$ cat config.mk
export PLATFORM = sky130hd
export DESIGN_NAME = button_event_conditioner
export DESIGN_NICKNAME = d
export VERILOG_FILES = /design/src/hw/rtl/bec_pkg.sv /design/src/hw/rtl/bec_alu.sv /design/src/hw/rtl/bec_store.sv /design/src/hw/rtl/button_event_conditioner.sv
export SDC_FILE = /design/constraint.sdc
export NUM_CORES = 2
export LEC_CHECK = 0
export ABC_AREA = 0
export BUFFER_PORTS_ARGS = -buffer_cell sky130_fd_sc_hd__buf_2
export CORE_MARGIN = 1
export CORE_UTILIZATION = 40
export DETAILED_ROUTE_END_ITERATION = 12
export SKIP_CTS_REPAIR_TIMING = 1
export SLEW_MARGIN = 10
export SYNTH_ARGS = -nofsm -noshare
export SYNTH_HDL_FRONTEND = slang
export SYNTH_SLANG_ARGS = --single-unit
$ cat constraint.sdc
create_clock -name clk_i -period 28.1 [get_ports clk_i]
set_clock_uncertainty 0.2 [all_clocks]
set_input_delay 4.215 -clock clk_i [delete_from_list [all_inputs] [get_ports clk_i]]
set_output_delay 4.215 -clock clk_i [all_outputs]
set_load 0.05 [all_outputs]
$ cat src/hw/rtl/bec_pkg.sv
`timescale 1ns / 1ps
// ----------------------------------------------------------------------------
// bec_pkg: shared types and constants of the button event conditioner
// Transaction payload structs, configuration register indexes, defaults.
// ----------------------------------------------------------------------------
package bec_pkg;

  // Parameter defaults
  localparam int NumButtonsDef = 6;
  localparam int TimeBitsDef   = 64;

  // Fixed payload field widths
  localparam int PinW     = 6;
  localparam int BtnW     = 3;
  localparam int TimeW    = 64;
  localparam int MaskW    = 12;
  localparam int CfgIdxW  = 2;
  localparam int CfgDataW = 32;
  localparam int MaskPosW = 5;

  // Configuration register indexes
  localparam logic [CfgIdxW-1:0] CfgDebounce = 2'd0;
  localparam logic [CfgIdxW-1:0] CfgRepeat   = 2'd1;
  localparam logic [CfgIdxW-1:0] CfgMask     = 2'd2;

  // Register reset values
  localparam logic [CfgDataW-1:0] DebounceRst = 32'd50000;
  localparam logic [CfgDataW-1:0] RepeatRst   = 32'd500000;
  localparam logic [MaskW-1:0]    MaskRst     = 12'd0;

  // Request kinds
  localparam logic ReqEdge = 1'b0;
  localparam logic ReqTick = 1'b1;

  typedef struct packed {
    logic             req_type;
    logic [BtnW-1:0]  edge_button;
    logic [PinW-1:0]  pin_levels;
    logic [TimeW-1:0] now_us;
  } bec_in_t;

  typedef struct packed {
    logic             is_release;
    logic [BtnW-1:0]  event_button;
    logic [PinW-1:0]  hold_set;
    logic [TimeW-1:0] event_time_us;
    logic             repeated;
    logic [TimeW-1:0] held_duration_us;
    logic             last;
  } bec_out_t;

endpackage

$ cat src/hw/rtl/bec_alu.sv
`timescale 1ns / 1ps
// ----------------------------------------------------------------------------
// bec_alu: shared adder and time compare
// Forms a + b + cin one bit wider than the time and flags sum <= now.
// ----------------------------------------------------------------------------
module bec_alu #(
  parameter int TIME_BITS = 64
) (
  input  logic [TIME_BITS-1:0] a_i,
  input  logic [TIME_BITS-1:0] b_i,
  input  logic                 cin_i,
  input  logic [TIME_BITS-1:0] now_i,
  output logic [TIME_BITS:0]   sum_o,
  output logic                 reach_o
);

  // Keep the carry so that base + delay is compared without wrap
  assign sum_o   = {1'b0, a_i} + {1'b0, b_i} + {{TIME_BITS{1'b0}}, cin_i};
  assign reach_o = (sum_o <= {1'b0, now_i});

endmodule

$ cat src/hw/rtl/bec_store.sv
`timescale 1ns / 1ps
// ----------------------------------------------------------------------------
// bec_store: per-button timestamp registers
// Last accepted event time per button and edge, and press start per button.
// ----------------------------------------------------------------------------
module bec_store #(
  parameter int NUM_BUTTONS = 6,
  parameter int TIME_BITS   = 64,
  parameter int IdxW        = 3
) (
  input  logic                 clk_i,
  input  logic                 rst_ni,
  input  logic [IdxW:0]        la_idx_i,
  input  logic                 la_we_i,
  input  logic [IdxW-1:0]      ps_idx_i,
  input  logic                 ps_we_i,
  input  logic [TIME_BITS-1:0] wr_data_i,
  output logic [TIME_BITS-1:0] la_rd_o,
  output logic [TIME_BITS-1:0] ps_rd_o
);

  logic [TIME_BITS-1:0] last_acc_q [2*NUM_BUTTONS];
  logic [TIME_BITS-1:0] press_st_q [NUM_BUTTONS];

  assign la_rd_o = last_acc_q[la_idx_i];
  assign ps_rd_o = press_st_q[ps_idx_i];

  always_ff @(posedge clk_i or negedge rst_ni) begin
    if (!rst_ni) begin
      for (int i = 0; i < 2*NUM_BUTTONS; i++) last_acc_q[i] <= '0;
      for (int i = 0; i < NUM_BUTTONS; i++) press_st_q[i] <= '0;
    end else begin
      if (la_we_i) last_acc_q[la_idx_i] <= wr_data_i;
      if (ps_we_i) press_st_q[ps_idx_i] <= wr_data_i;
    end
  end

endmodule

$ cat src/hw/rtl/button_event_conditioner.sv
`timescale 1ns / 1ps
// ----------------------------------------------------------------------------
// button_event_conditioner: debounce and auto-repeat for active-low buttons
// Turns edge and tick requests into press/release events through one shared
// adder-compare unit stepped by a small sequencer.
// ----------------------------------------------------------------------------
//
//  Channel  | Direction | Handshake               | Payload
//  ---------+-----------+-------------------------+------------------------
//  in       | input     | in_valid_i/in_stall_o   | bec_in_t  (request)
//  out      | output    | out_valid_o/out_stall_i | bec_out_t (event)
//  cfg      | input     | cfg_we_i (no wait)      | cfg_idx_i, cfg_data_i
//
// Steps (accept to next accept): a dropped edge passes idle and check, an
//   accepted press idle, check and emit, and a release also a duration
//   step, one more pass through the adder for the held duration.
//   A tick passes idle, then walks the buttons with a debounce and a
//   repeat step per held button and a debounce step per released one,
//   then scans the buttons up to the last repeating one, with an emit per
//   event, and a closing step.
// Reset: asynchronous, active low; clears all timestamps to zero and loads
//   the register defaults.
// Stalls: the output register holds one event; the sequencer waits while it
//   is full and stalled, and a new request is taken while an event waits.
// ----------------------------------------------------------------------------
module button_event_conditioner #(
  parameter int NUM_BUTTONS = bec_pkg::NumButtonsDef,
  parameter int TIME_BITS   = bec_pkg::TimeBitsDef
) (
  input  logic                           clk_i,
  input  logic                           rst_ni,
  input  logic                           in_valid_i,
  output logic                           in_stall_o,
  input  bec_pkg::bec_in_t               in_data_i,
  output logic                           out_valid_o,
  input  logic                           out_stall_i,
  output bec_pkg::bec_out_t              out_data_o,
  input  logic                           cfg_we_i,
  input  logic [bec_pkg::CfgIdxW-1:0]    cfg_idx_i,
  input  logic [bec_pkg::CfgDataW-1:0]   cfg_data_i
);

  import bec_pkg::*;

  localparam int IdxW = (NUM_BUTTONS > 1) ? $clog2(NUM_BUTTONS) : 1;

  // Sequencer states
  localparam logic [2:0] S_IDLE     = 3'd0;
  localparam logic [2:0] S_EDGE_CHK = 3'd1;
  localparam logic [2:0] S_EDGE_DUR = 3'd2;
  localparam logic [2:0] S_TICK_DB  = 3'd3;
  localparam logic [2:0] S_TICK_RP  = 3'd4;
  localparam logic [2:0] S_TICK_OUT = 3'd5;
  localparam logic [2:0] S_EMIT     = 3'd6;

  // Configuration registers
  logic [CfgDataW-1:0] debounce_q, repeat_q;
  logic [MaskW-1:0]    mask_q;

  // Request context
  logic [2:0]             state_q, state_d;
  logic                   is_tick_q;
  logic [BtnW-1:0]        btn_q;
  logic [NUM_BUTTONS-1:0] hold_q, hold_in;
  logic [TIME_BITS-1:0]   now_q;
  logic [IdxW-1:0]        idx_q, idx_d;
  logic                   ok_q, ok_d;
  logic [NUM_BUTTONS-1:0] qual_q, qual_d;
  bec_out_t               res_q, res_d;

  // Output register
  bec_out_t out_q;
  logic     out_valid_q;
  logic     out_free;

  // Shared unit and store hookup
  logic [TIME_BITS-1:0] alu_a, alu_b, la_rd, ps_rd;
  logic                 alu_cin, alu_reach;
  logic [TIME_BITS:0]   alu_sum;
  logic [IdxW:0]        la_idx;
  logic [IdxW-1:0]      ps_idx, bidx;
  logic                 la_we, ps_we;

  // Edge decode
  logic                 btn_ok, pressed, masked;
  logic [MaskPosW-1:0]  mask_pos;
  logic [TIME_BITS-1:0] deb_ext, rep_ext;
  logic                 in_acc, idx_end;
  logic [PinW-1:0]      hold_out;

  assign in_acc     = in_valid_i && !in_stall_o;
  assign in_stall_o = (state_q != S_IDLE);
  assign out_free   = !out_valid_q || !out_stall_i;

  assign out_valid_o = out_valid_q;
  assign out_data_o  = out_q;

  assign deb_ext = TIME_BITS'(debounce_q);
  assign rep_ext = TIME_BITS'(repeat_q);

  // Buttons beyond the pin field read as held (inverted zero-extension)
  assign hold_in  = NUM_BUTTONS'(~{{NUM_BUTTONS{1'b0}}, in_data_i.pin_levels});
  assign hold_out = PinW'({{PinW{1'b0}}, hold_q});

  assign bidx    = IdxW'(btn_q);
  assign idx_end = (idx_q == IdxW'(NUM_BUTTONS - 1));

  always_comb begin
    btn_ok  = 1'b0;
    pressed = 1'b0;
    for (int i = 0; i < NUM_BUTTONS; i++) begin
      if (btn_q == BtnW'(i)) begin
        btn_ok  = 1'b1;
        pressed = hold_q[i];
      end
    end
    // Press masks sit at the button index, release masks one bank higher
    mask_pos = MaskPosW'(btn_q) + (pressed ? '0 : MaskPosW'(NUM_BUTTONS));
    masked   = 1'b0;
    for (int k = 0; k < MaskW; k++) begin
      if (mask_pos == MaskPosW'(k)) masked = mask_q[k];
    end
  end

  // Steer the store ports: ticks walk the counter, edges use the named slot
  assign la_idx = is_tick_q ? {idx_q, 1'b0} : {bidx, ~pressed};
  assign ps_idx = is_tick_q ? idx_q : bidx;

  // Steer the shared unit
  always_comb begin
    alu_a   = '0;
    alu_b   = '0;
    alu_cin = 1'b0;
    case (state_q) inside
      S_EDGE_CHK, S_TICK_DB: begin
        alu_a = la_rd;
        alu_b = deb_ext;
      end
      S_EDGE_DUR: begin
        alu_a   = now_q;
        alu_b   = ~ps_rd;
        alu_cin = 1'b1;
      end
      S_TICK_RP: begin
        alu_a = ps_rd;
        alu_b = rep_ext;
      end
      default: begin
        alu_a = '0;
      end
    endcase
  end

  bec_alu #(
    .TIME_BITS(TIME_BITS)
  ) u_alu (
    .a_i    (alu_a),
    .b_i    (alu_b),
    .cin_i  (alu_cin),
    .now_i  (now_q),
    .sum_o  (alu_sum),
    .reach_o(alu_reach)
  );

  bec_store #(
    .NUM_BUTTONS(NUM_BUTTONS),
    .TIME_BITS  (TIME_BITS),
    .IdxW       (IdxW)
  ) u_store (
    .clk_i    (clk_i),
    .rst_ni   (rst_ni),
    .la_idx_i (la_idx),
    .la_we_i  (la_we),
    .ps_idx_i (ps_idx),
    .ps_we_i  (ps_we),
    .wr_data_i(now_q),
    .la_rd_o  (la_rd),
    .ps_rd_o  (ps_rd)
  );

  // Sequencer
  always_comb begin
    state_d = state_q;
    idx_d   = idx_q;
    ok_d    = ok_q;
    qual_d  = qual_q;
    res_d   = res_q;
    la_we   = 1'b0;
    ps_we   = 1'b0;

    unique case (state_q)
      S_IDLE: begin
        if (in_acc) begin
          state_d = (in_data_i.req_type == ReqTick) ? S_TICK_DB : S_EDGE_CHK;
          idx_d   = '0;
          qual_d  = '0;
        end
      end

      // Drop out-of-range, masked or bouncing edges; record the rest
      S_EDGE_CHK: begin
        if (!btn_ok || masked || !alu_reach) begin
          state_d = S_IDLE;
        end else begin
          la_we = 1'b1;
          res_d.is_release       = ~pressed;
          res_d.event_button     = btn_q;
          res_d.hold_set         = hold_out;
          res_d.event_time_us    = TimeW'(now_q);
          res_d.repeated         = 1'b0;
          res_d.held_duration_us = '0;
          res_d.last             = 1'b1;
          if (pressed) begin
            ps_we   = 1'b1;
            state_d = S_EMIT;
          end else begin
            state_d = S_EDGE_DUR;
          end
        end
      end

      // Measure the hold as now - press start, modulo the time width
      S_EDGE_DUR: begin
        res_d.held_duration_us = TimeW'(alu_sum[TIME_BITS-1:0]);
        state_d = S_EMIT;
      end

      // Debounce check of a held button; skip released ones
      S_TICK_DB: begin
        if (hold_q[idx_q]) begin
          ok_d    = alu_reach;
          state_d = S_TICK_RP;
        end else if (idx_end) begin
          idx_d   = '0;
          state_d = S_TICK_OUT;
        end else begin
          idx_d = idx_q + 1'b1;
        end
      end

      // Repeat delay check; mark and stamp qualifying buttons
      S_TICK_RP: begin
        if (ok_q && alu_reach) begin
          qual_d[idx_q] = 1'b1;
          la_we         = 1'b1;
        end
        if (idx_end) begin
          idx_d   = '0;
          state_d = S_TICK_OUT;
        end else begin
          idx_d   = idx_q + 1'b1;
          state_d = S_TICK_DB;
        end
      end

      // Emit marked buttons in ascending order; last when none remain
      S_TICK_OUT: begin
        if (qual_q == '0) begin
          state_d = S_IDLE;
        end else begin
          if (qual_q[idx_q]) begin
            qual_d[idx_q]          = 1'b0;
            res_d.is_release       = 1'b0;
            res_d.event_button     = BtnW'(idx_q);
            res_d.hold_set         = hold_out;
            res_d.event_time_us    = TimeW'(now_q);
            res_d.repeated         = 1'b1;
            res_d.held_duration_us = '0;
            res_d.last             = (qual_d == '0);
            state_d                = S_EMIT;
          end
          idx_d = idx_q + 1'b1;
        end
      end

      // Hand the event to the output register once it has room
      S_EMIT: begin
        if (out_free) state_d = is_tick_q ? S_TICK_OUT : S_IDLE;
      end

      default: begin
        state_d = S_IDLE;
      end
    endcase
  end

  always_ff @(posedge clk_i or negedge rst_ni) begin
    if (!rst_ni) begin
      state_q     <= S_IDLE;
      out_valid_q <= 1'b0;
      idx_q       <= '0;
      ok_q        <= 1'b0;
      qual_q      <= '0;
      debounce_q  <= DebounceRst;
      repeat_q    <= RepeatRst;
      mask_q      <= MaskRst;
    end else begin
      state_q <= state_d;
      idx_q   <= idx_d;
      ok_q    <= ok_d;
      qual_q  <= qual_d;

      if (state_q == S_EMIT && out_free) begin
        out_valid_q <= 1'b1;
      end else if (!out_stall_i) begin
        out_valid_q <= 1'b0;
      end

      if (cfg_we_i) begin
        unique case (cfg_idx_i)
          CfgDebounce: debounce_q <= cfg_data_i;
          CfgRepeat:   repeat_q   <= cfg_data_i;
          CfgMask:     mask_q     <= cfg_data_i[MaskW-1:0];
          default:     ;
        endcase
      end
    end
  end

  // Payload registers
  always_ff @(posedge clk_i) begin
    res_q <= res_d;
    if (in_acc) begin
      is_tick_q <= (in_data_i.req_type == ReqTick);
      btn_q     <= in_data_i.edge_button;
      hold_q    <= hold_in;
      now_q     <= in_data_i.now_us[TIME_BITS-1:0];
    end
    if (state_q == S_EMIT && out_free) out_q <= res_q;
  end

endmodule
==> results.md <==
- I/O pin count: 255
- CTS H-tree depth: 4
- Critical path arrival: 14300 ps
- FF/Latch Area: 41730 µm²
- Main flop type after synthesis: dfrtp_1
- Hold WC Path Type: reg -> reg
- CP max-delay cell: and2_1
- Reg2Reg Depth: 35
- Area of the multi-input gates: 32200 µm²
- Cells after synthesis: 6188
- Worst flop-to-flop path endpoint: u_store.press_st_q[347]$_DFFE_PN0P_
- Final Critical Period: 13800 ps
- Skew-Pair Late Insertion Delay: 830 ps
- Synth area leader: dfrtp_1
- Hold WS: 204.7 ps
- Synth Net Count: 6434
- Setup_tns: 0 ps
- Reported net switching power: 3.705 mW
- Leak: 39.45 nW
- WL/cell: 25.19 µm
- Overall Power: 9.599 mW
- Core ar.: 190200 µm²
- Die Ht: 439.4 µm
- DRT iter0 DRCs: 4424
- Synthesized area: 76520 µm²
- Comb pwr share: 0.401
- CTS root buf: clkbuf_16
- Setup CP Type: reg -> reg
- Number of global-route vias before repair: 51863
- Slew Viols, Final: 0
- Met1 Use GR: 0.3259
- Num CTS Buffers: 163
- Seq/Total Area, Yosys: 0.5453
- Synth top area cells: dfrtp_1 (40%), edfxtp_1 (14%), mux2_2 (12%)
- RSZ-0062 raised after global routing: false
- Status: finished, final reports clean
- Clock sinks: 1596
- Most frequent CP cell: buf_4
- Pre-CTS WS: 14600 ps
- Seq pwr share: 0.369
- Top cells by count, synth: dfrtp_1 (1229), mux2_2 (820), nand2_1 (735)
- HP Start: res_q[123]$_DFFE_PP_
- Clock share of power: 0.230
- Final worst-path cycle share: 0.4912
- Average footprint of a synthesized cell: 12.37 µm²
- Critical path required time: 28590 ps
- Post-route setup slack: 14300 ps
- Largest net degree at the start of global routing: 155
- Final HPWL DP: 139200 µm
- GRT overflow: 0
- Internal power: 5.894 mW
- Cell variety after synth: 75
- First-pass GRT wire length: 338700 µm
- IO buf count: 254
- Gr busiest metal: met2
- Most common cell in the netlist: dfrtp_1
- Fraction of final layout cells sized beyond drive strength 1: 0.3015
- Drt via density: 5.729
- Synth top area share: 0.4019
- Hold Path End: out_data_o[123]$_DFFE_PP_
- Layout fillers: 17351
- Async S/R FF share, synth: 0.7782
- Worst-path clk slew: 60 ps
- Final core occ: 0.4496
- Die area: 193100 µm²
- Post-synth EDFFs: 354
- Slew HR: 0.1600
- Critical Path Source Type: flip-flop
- CP Capture Type: flip-flop
- Die width: 439.4 µm
- FF-to-FF Start: bidx[0]$_DFFE_PP_
- Initial antenna violation count: 12
- GRT Overall Usage: 0.2309
- Placer Congestion: 0.9942
- DRC Markers: 0
- Longest Clk Path Bufs: 3
- Post-synthesis register bit count: 1596
- Peak VDD IR: 0.07402 mV
- Max-cap violation count: 0
- Switching part of the total: 0.3859
- F_max: 0.07244 GHz
- Overall via count from detail_route: 50973
- CTS tree: built
- Yosys warning count: 0
- Cell depth of the worst hold path: 0
- Power per cell area: 112.3 nW/µm²
- Final hold violations: 0
- M3 GR Usage: 0.03761
- ANT nets after route: 0
- Final wirelength: 224100 µm
- Number of setup violations in the final report: 0
- Starting Density: 0.4024
- Critical Path Max Stage Delay: 940 ps
- Worst R2R Setup Slack: 14300 ps
- # rows: 160
- Router iterations before antenna repair: 6
- GR Layer Usage met2: 0.3612
- Critical path fanouts, max: 42
- Synth-to-Final Area Change: 11.75%
- Layout Nets: 6497
- Worst-Margin Slew: 1254 ps
==> layer usage <==
layer / wire length [µm] / part of all wire / vias to the layer above
met5: 24 / 0.00011 / -
met4: 6752 / 0.030 / 4
met3: 13570 / 0.061 / 358
met2: 102700 / 0.46 / 1606
met1: 101100 / 0.45 / 26609
li1: - / - / 22396
==> metrics by stage <==
step,area (µm²),instances
2_1_floorplan,76520,6188
3_3_place_gp,80060,8597
3_5_place_dp,80060,8597
4_1_cts,85510,8896
5_1_grt,85510,8896
6_report,85510,8898
==> power groups by stage <==
stage | logic [mW] | registers, mW | clock network, mW
after global placement | 3.74 | 3.54 | 0
after CTS | 3.81 | 3.54 | 2.25
after detailed placement | 3.80 | 3.57 | 0
after floorplan | 2.46 | 3.65 | 0
after global routing | 4.13 | 3.63 | 2.34
final | 3.85 | 3.54 | 2.21
==> registers in the layout, indices dropped and copies added, names as in the netlist, 3 cells and up <==
register            flops
mask_q                 12
repeat_q               32
state_q                 3
u_store.press_st_q    384
bidx                    3
idx_q                   3
qual_q                  6
now_q                  64
u_store.last_acc_q    768
debounce_q             32
hold_out                6
res_q                 140
out_data_o            140
==> cells by family after synthesis <==
logic type      count (synthesis)  synth area share
flops                        1596            0.5453
mux                          1397            0.2212
simple gates                 1391           0.08298
compound gates                985           0.08476
buf+inv                       625           0.03674
fa+ha+maj                     133           0.02204
xor+xnor                       61          0.006982
==> how the worst max path moves through the flow <==
stage               depth (start not counted)  slack, ps                             endpoint                start
floorplan                                   2      12580              out_data_o[0]$_DFFE_PP_          out_stall_i
global placement                           32      14590  u_store.last_acc_q[622]$_DFFE_PN0P_  is_tick_q$_DFFE_PP_
detailed placement                         32      14600                  res_q[86]$_DFFE_PP_  is_tick_q$_DFFE_PP_
CTS                                        32      14580                  res_q[96]$_DFFE_PP_  is_tick_q$_DFFE_PP_
global route                               32      13940                  res_q[86]$_DFFE_PP_  is_tick_q$_DFFE_PP_
finish                                     35      14300  u_store.press_st_q[347]$_DFFE_PN0P_    bidx[0]$_DFFE_PP_
==> cells in the final DEF, fill, tap and decap left out, types with 22 or more instances in the layout <==
cell type | Yosys | routed
a211oi_1 | 73 | 73
a21o_1 | 58 | 58
a21oi_1 | 179 | 179
a22oi_1 | 105 | 105
a311oi_1 | 64 | 64
a31oi_1 | 169 | 169
and2_1 | 73 | 73
and4_1 | 22 | 22
buf_2 | 51 | 253
buf_4 | 33 | 164
clkbuf_1 | 372 | 38
clkbuf_16 | 0 | 169
clkbuf_8 | 0 | 30
clkinv_2 | 0 | 26
dfrtp_1 | 1229 | 1228
edfxtp_1 | 354 | 354
ha_1 | 130 | 130
inv_1 | 100 | 99
mux2_1 | 53 | 53
mux2_2 | 820 | 818
mux2_4 | 360 | 360
mux2i_1 | 160 | 158
nand2_1 | 735 | 734
nand3_1 | 184 | 184
nand4_1 | 24 | 24
nor2_1 | 198 | 189
nor2b_1 | 70 | 68
o21ai_0 | 133 | 132
o221ai_1 | 26 | 26
o22ai_1 | 93 | 93
xnor2_1 | 36 | 36
xor2_1 | 25 | 25
==> worst max-delay path: cells and delay by family (launching register included) <==
family          cells  cell delay (ps)
compound gates     13             4290
simple gates       11             3780
buf+inv             6             2720
mux                 2              960
fa+ha+maj           2              730
flops               1              650
xor+xnor            1              200
==> area by class of cell <==
cell class,count,share of cell area
inverter,100,0.004389
timing repair buffer,423,0.03061
tap,2511,0.03674
multi-input combinational,3967,0.3765
antenna,2,0.00005853
clock inverter,61,0.007623
clock buffer,238,0.05604
sequential,1596,0.4880
Note: power is estimated with default switching activity, not from simulation.
